$ cat src/gtg_pkg.sv
// ----------------------------------------------------------------------------
// gtg_pkg
// shared types, arctangent table and register map for the go-to-goal block
// ----------------------------------------------------------------------------
package gtg_pkg;

    localparam int XW   = 34;   // cordic x/y width: 17 bit diff << 14, plus growth
    localparam int ZW   = 33;   // angle accumulator, Q.30 signed
    localparam int SQW  = 35;   // dx^2 + dy^2
    localparam int RTW  = 18;   // root width
    localparam int SQRT_STEPS = 18;
    localparam int MAX_STAGES = 24;

    localparam logic [2:0] REG_LIN_GAIN = 3'd0;
    localparam logic [2:0] REG_ANG_GAIN = 3'd1;
    localparam logic [2:0] REG_MAX_LIN  = 3'd2;
    localparam logic [2:0] REG_MAX_ANG  = 3'd3;
    localparam logic [2:0] REG_STOP     = 3'd4;

    localparam logic signed [ZW-1:0] HALF_PI = 33'sd1686629713;

    typedef struct packed {
        logic signed [XW-1:0]  x;
        logic signed [XW-1:0]  y;
        logic signed [ZW-1:0]  z;
        logic [SQW-1:0]        rem;
        logic [RTW-1:0]        root;
        logic signed [14:0]    hd;
        logic                  zero;
    } t_cell;

    function automatic logic signed [ZW-1:0] atan_entry(input int i);
        logic [31:0] v;
        begin
            unique case (i)
                0:  v = 32'h3243F6A8;  1:  v = 32'h1DAC6705;  2:  v = 32'h0FADBAFC;
                3:  v = 32'h07F56EA6;  4:  v = 32'h03FEAB76;  5:  v = 32'h01FFD55B;
                6:  v = 32'h00FFFAAA;  7:  v = 32'h007FFF55;  8:  v = 32'h003FFFEA;
                9:  v = 32'h001FFFFD;  10: v = 32'h000FFFFF;  11: v = 32'h0007FFFF;
                12: v = 32'h0003FFFF;  13: v = 32'h0001FFFF;  14: v = 32'h0000FFFF;
                15: v = 32'h00007FFF;  16: v = 32'h00003FFF;  17: v = 32'h00001FFF;
                18: v = 32'h00000FFF;  19: v = 32'h000007FF;  20: v = 32'h000003FF;
                21: v = 32'h000001FF;  22: v = 32'h000000FF;  23: v = 32'h0000007F;
                default: v = 32'h0;
            endcase
            atan_entry = signed'({1'b0, v});
        end
    endfunction

endpackage

$ cat src/gtg_cell.sv
// ----------------------------------------------------------------------------
// gtg_cell
// one pipeline cell: a cordic vectoring step and a square root digit step
// ----------------------------------------------------------------------------
module gtg_cell #(
    parameter int CORDIC_IDX = 0,   // -1 skips the cordic step
    parameter int SQRT_IDX   = 0    // -1 skips the root step
) (
    input  logic          i_clk,
    input  logic          i_en,
    input  gtg_pkg::t_cell i_d,
    output gtg_pkg::t_cell o_q
);
    import gtg_pkg::*;

    t_cell n_q;
    t_cell r_q;

    always_comb begin
        logic [SQW-1:0] trial;
        trial = '0;
        n_q = i_d;
        if (CORDIC_IDX >= 0) begin
            if (i_d.y >= 0) begin
                n_q.x = i_d.x + (i_d.y >>> CORDIC_IDX);
                n_q.y = i_d.y - (i_d.x >>> CORDIC_IDX);
                n_q.z = i_d.z + atan_entry(CORDIC_IDX);
            end else begin
                n_q.x = i_d.x - (i_d.y >>> CORDIC_IDX);
                n_q.y = i_d.y + (i_d.x >>> CORDIC_IDX);
                n_q.z = i_d.z - atan_entry(CORDIC_IDX);
            end
        end
        if (SQRT_IDX >= 0) begin
            // restoring root, one result bit per cell, msb first
            trial = (SQW'(i_d.root) << (SQRT_IDX + 1)) | (SQW'(1) << (2 * SQRT_IDX));
            if (i_d.rem >= trial) begin
                n_q.rem  = i_d.rem - trial;
                n_q.root = i_d.root | (RTW'(1) << SQRT_IDX);
            end
        end
    end

    always_ff @(posedge i_clk) begin
        if (i_en) begin
            r_q <= n_q;
        end
    end

    assign o_q = r_q;

endmodule

$ cat config.mk
export PLATFORM = sky130hd
export DESIGN_NAME = gtg_cell
export DESIGN_NICKNAME = d
export VERILOG_FILES = /design/src/gtg_pkg.sv /design/src/gtg_cell.sv
export SDC_FILE = /design/constraint.sdc
export NUM_CORES = 1
export LEC_CHECK = 0
export BUFFER_PORTS_ARGS = -buffer_cell sky130_fd_sc_hd__buf_4
export CORE_UTILIZATION = 35
export CTS_CLUSTER_SIZE = 25
export DETAILED_ROUTE_END_ITERATION = 10
export PLACE_DENSITY_LB_ADDON = 0.3
export SKIP_LAST_GASP = 1
export SYNTH_ARGS = -nofsm -noshare
export SYNTH_HDL_FRONTEND = slang
export SYNTH_SLANG_ARGS = --single-unit
$ cat constraint.sdc
create_clock -name i_clk -period 4.6 [get_ports i_clk]
set_input_delay 0.23 -clock i_clk [delete_from_list [all_inputs] [get_ports i_clk]]
set_output_delay 0.23 -clock i_clk [all_outputs]
set_load 0.02 [all_outputs]
==> results.toml, run 1 <==
[power_and_ir_drop]
peakVddDrop_mv = 0.172
sw_frac_of_total = 0.362
seqPwrFrac = 0.365
power_frac_comb = 0.378
power_frac_clock = 0.257
p_int_mw = 3.59
p_switching_mw = 2.04
power_per_cell_area_mw_per_mm2 = 308
p_leak_nw = 7.75

[layout]
syn_to_final_growth_pct = 27.3
final_cell_mix = "buf_4, a21oi_1, edfxtp_1, ha_1, nor2_1"
nNetsFinal = 2243
largest_register_ffs = 169
final_cell_area_mm2 = 0.0182
final_common_cell = "buf_4"
drive_gt1_frac = 0.213

[grt]
grt_pass1_vias = 13300
grt_pass1_wl_um = 73000
grt_max_degree = 75
antenna_found_initial = 3
grt_overflow = 0
track_usage = 0.226

[clock_network]
clock_sinks = 169
clockRootBuffer = "clkbuf_16"
post_cts_resized = 0
numCtsBuffers = 17
clockBufferDepth = 2
cts_tree = "built"
clkTransAtPathRegs_ns = 0.07
htreeDepth = 4

[sta]
timing.setup.tns_ns = 0
hold_viol_final = 0
fmax_mhz = 286
rsz0062_at_grt = "no"
setup_violations = 0
tightest_slew_ns = 0.868
finalMaxSlewViolations = 0
finalCriticalPeriod_ns = 3.49
fin_crit_sh = 0.760
relSlewSlack = 0.414

[detailed_routing]
firstDrtPassIters = 6
drc = 0
num_vias = 13600
drtIter0Drc = 1089
antenna_left = 0
wirelength_um = 48100
viasPerCell = 5.49
avgRoutedWirePerCell_um = 19.5

[placed_design]
gp_congestion = 0.923
portBuffers = 341
placed_area_mm2 = 0.0173
hpwl_um = 37200

[setup_path]
crit_type = "input port to register"
crit_required_ns = 4.79
crit_fanout = 9
cp.arrival_ns = 3.69
critPathLaunchType = "input port"
worst_setup_path_end_kind = "register"

[floorplanning]
chipWidth_um = 204
ioPinCount = 342
start_util = 0.357
coreArea_mm2 = 0.0401
die_area_mm2 = 0.0418
fp-row-count = 73
die_h_um = 204

[run]
maxCapViolations = 0

[logic_synthesis]
synth_warnings = 0
synth-async-reset-ratio = 0
avgSynthCellArea_um2 = 8.94
synth_nets = 1912
synth-seq-cells = 169
synth_edf_count = 169
syn_inst = 1603
synth_ff_type = "edfxtp_1"
synthDistinctLibCells = 84
syn_area_mm2 = 0.0143
yosysSeqAreaShare = 0.354

[run_status]
status = "completed"

[min_path]
hp-class = "input port to register"
-- path summary, 6_finish.rpt --
kind,from,end,cells after the start
worst min-delay path,i_d[101],o_q[101]$_DFFE_PP_,2
worst max-delay path,i_d[29],o_q[59]$_DFFE_PP_,13
-- worst max-delay path: stages --
cell and delay (ns):
dlygate4sd3_1 0.53, buf_4 0.11, inv_1 0.05, ha_1 0.38
and2_1 0.22, a211o_1 0.34, a2111oi_0 0.66, and3_1 0.28
o211ai_2 0.14, nor2b_1 0.21, o311ai_2 0.22, nor3_1 0.13
xor2_1 0.18
-- synth_stat cells (21+ instances only) --
| cell | n | share of area |
|---|---|---|
| nor2_1 | 132 | 0.035 |
| xor2_1 | 30 | 0.018 |
| inv_1 | 128 | 0.034 |
| ha_1 | 133 | 0.12 |
| nor2b_1 | 29 | 0.013 |
| clkbuf_1 | 43 | 0.011 |
| o21ai_1 | 22 | 0.0077 |
| or3_1 | 21 | 0.0092 |
| o21ai_0 | 96 | 0.034 |
| edfxtp_1 | 169 | 0.35 |
| nand3_1 | 23 | 0.0080 |
| nor3_1 | 44 | 0.015 |
| nand2_1 | 86 | 0.023 |
| a21o_1 | 26 | 0.014 |
| o21bai_1 | 28 | 0.015 |
| a21oi_1 | 170 | 0.059 |
| xnor2_1 | 102 | 0.062 |
-- cell families after synthesis --
logic type	share of synthesized area
buffers and inverters	0.0580
flip-flops	0.354
AO/OA/AOI/OAI	0.226
adder cells (fa/ha/maj)	0.122
multiplexers	0.0189
XOR/XNOR	0.0807
AND/OR/NAND/NOR	0.140
-- power by group through the flow --
| stage | clock network (mW) | registers, mW | logic (mW) |
|---|---|---|---|
| after floorplan | 0 | 2.34 | 0.981 |
| after global placement | 0 | 2.08 | 2.07 |
| after detailed placement | 0 | 2.08 | 2.08 |
| after CTS | 1.49 | 2.05 | 2.11 |
| after global routing | 1.54 | 2.07 | 2.29 |
| final | 1.45 | 2.05 | 2.13 |
-- per-layer routing --
| metal | part of all wire | track usage |
|---|---|---|
| met5 | 0.00044 | 0 |
| met4 | 0.030 | 0.0925 |
| met3 | 0.072 | 0.0391 |
| met2 | 0.48 | 0.387 |
| met1 | 0.41 | 0.280 |
-- what timing repair did --
action | CTS | global route
setup endpoints to repair | 0 | 0
hold endpoints to repair | 36 | 0
hold buffers | 36 | 0
setup buffers | 0 | 0
-- layout make-up --
class	count	area, um^2
clock buffers	18	429
diodes	1	2.50
flip-flops and latches	169	5070
multi-input cells	1222	8430
inverters	136	510
repair buffers	388	3010
well taps	525	657
clock inverters	14	141
fillers	3862	21800
-- through the flow --
step,hold WS [ns],power [mW],utilization,instances,setup slack (ns)
floorplan,0.329,3.33,-,1603,0.706
global placement,0.409,4.16,0.432,2404,0.927
detailed placement,0.410,4.16,0.432,2404,0.910
CTS,0.0302,5.66,0.455,2472,1.17
global route,0.0569,5.90,0.455,2473,0.905
finish,0.0616,5.63,0.455,2473,1.11
Power figures use the tool's default switching activity.
==> run 2: changes to the inputs <==
==> constraint.sdc (replaced) <==
create_clock -name i_clk -period 3.57 [get_ports i_clk]
set_input_delay 0.1785 -clock i_clk [delete_from_list [all_inputs] [get_ports i_clk]]
set_output_delay 0.1785 -clock i_clk [all_outputs]
set_load 0.02 [all_outputs]
==> run 2 against run 1 <==
Clock power grew 37%; core utilization is 0.63 points higher; highest routed layer unchanged; critical path type unchanged; count of clock-buffer cells in the layout down 1; global-route usage is 0.18 points higher; total power is 32% higher.
==> results.toml, run 2 (synthesis results as in run 1) <==
[run_status]
status = "completed"

[sta]
rsz0062_at_grt = "no"
tightest_slew_ns = 0.870
hold_ws_ns = 0.0297
fin_crit_sh = 0.925
finalMaxSlewViolations = 0
timing.setup.tns_ns = 0
hold_viol_final = 0
fmax_mhz = 303
finalCriticalPeriod_ns = 3.30
setup_violations = 0
relSlewSlack = 0.420

[min_path]
hp-class = "input port to register"
hold_start = "i_d[62]"
hold_end = "o_q[62]$_DFFE_PP_"
hold_depth = 2

[clock_network]
clockBufferDepth = 2
cts_tree = "built"
numCtsBuffers = 17
htreeDepth = 4
clkTransAtPathRegs_ns = 0.07
clockRootBuffer = "clkbuf_16"
clock_sinks = 169

[power_and_ir_drop]
power_per_cell_area_mw_per_mm2 = 401
peakVddDrop_mv = 0.231
p_leak_nw = 7.90

[floorplanning]
ioPinCount = 342
fp-row-count = 73
chipWidth_um = 204
die_h_um = 204
die_area_mm2 = 0.0418
coreArea_mm2 = 0.0401
start_util = 0.357

[setup_path]
cp.arrival_ns = 3.50
critPathLaunchType = "input port"
crit_required_ns = 3.77
worst_setup_path_end_kind = "register"
crit_fanout = 9
crit_type = "input port to register"

[layout]
final_cell_mix = "buf_4, a21oi_1, edfxtp_1, ha_1, nor2_1"
fin_cells = 2497
final.fill_count = 3847
syn_to_final_growth_pct = 29.1
largest_register_ffs = 169
diodes = 0
drive_gt1_frac = 0.221
final_common_cell = "buf_4"
nNetsFinal = 2268

[detailed_routing]
num_vias = 13700
wirelength_um = 48200
firstDrtPassIters = 5
avgRoutedWirePerCell_um = 19.3
viasPerCell = 5.48
drtIter0Drc = 1081
antenna_left = 0
drc = 0

[placed_design]
portBuffers = 341
gp_congestion = 0.941
hpwl_um = 38000
placed_cells = 2425

[run]
maxCapViolations = 0

[grt]
grt_overflow = 0
grt_pass1_wl_um = 73300
grt_pass1_vias = 13300
grt_max_degree = 85
track_usage = 0.228
antenna_found_initial = 2
run 2: cell types whose count changed in the layout (fill, tap and decap cells not counted), sizes merged:
cell	delta
bufinv	+2
clkbuf	-1
diode	-1
clkinvlp	-1
dlygate4sd3	+4
buf	+21
run 2: power breakdown:
part	internal [mW]	switching (mW)
combinational	1.14	1.65
clock	1.11	0.879
sequential	2.55	0.0937
run 2: layout make-up:
cell class,instances,area [um^2],area share
inverters,136,510,0.0276
multi-input cells,1222,8430,0.455
flip-flops and latches,169,5070,0.274
well taps,525,657,0.0355
repair buffers,413,3220,0.174
clock buffers,17,425,0.0230
clock inverters,15,189,0.0102
run 2: worst max-delay path by stage:
stage / cells after the start / to / startpoint / slack, ns
finish: 13 / o_q[65]$_DFFE_PP_ / i_d[29] / 0.27
global route: 13 / o_q[65]$_DFFE_PP_ / i_d[29] / 0.11
CTS: 13 / o_q[65]$_DFFE_PP_ / i_d[29] / 0.26
detailed placement: 13 / o_q[128]$_DFFE_PP_ / i_d[102] / 0.25
global placement: 13 / o_q[128]$_DFFE_PP_ / i_d[102] / 0.30
floorplan: 17 / o_q[100]$_DFFE_PP_ / i_d[135] / 0.01
run 2: metrics by stage:
step | power (mW) | setup slack (ns) | utilization | area, um^2
5_1_grt | 7.77 | 0.107 | 0.461 | 18500
2_1_floorplan | 4.29 | 0.0125 | - | 14300
3_5_place_dp | 5.41 | 0.253 | 0.436 | 17500
4_1_cts | 7.46 | 0.263 | 0.461 | 18500
3_3_place_gp | 5.40 | 0.298 | 0.436 | 17500
6_report | 7.43 | 0.266 | 0.461 | 18500
run 2: metal layers:
layer | global-route usage | part of all wire | up-vias
met5 | 0 | 0.00056 | -
li1 | - | - | 6509
met1 | 0.279 | 0.42 | 6469
met3 | 0.0453 | 0.070 | 97
met4 | 0.0991 | 0.033 | 4
met2 | 0.387 | 0.48 | 594
run 2: what timing repair did:
| action | in CTS | in global routing |
|---|---|---|
| gates resized for setup | 0 | 0 |
| endpoints found under the hold margin | 40 | 0 |
| setup buffers | 0 | 0 |
| hold buffers | 40 | 0 |
run 2: worst max-delay path, cell delays in order:
cell and delay (ns):
dlygate4sd3_1 0.53, buf_4 0.14, inv_1 0.10, ha_1 0.31
and2_1 0.22, a211o_1 0.36, a2111oi_0 0.53, and3_1 0.26
o211ai_2 0.14, nor2b_1 0.20, o311ai_2 0.20, nor3_1 0.15
xor2_1 0.18
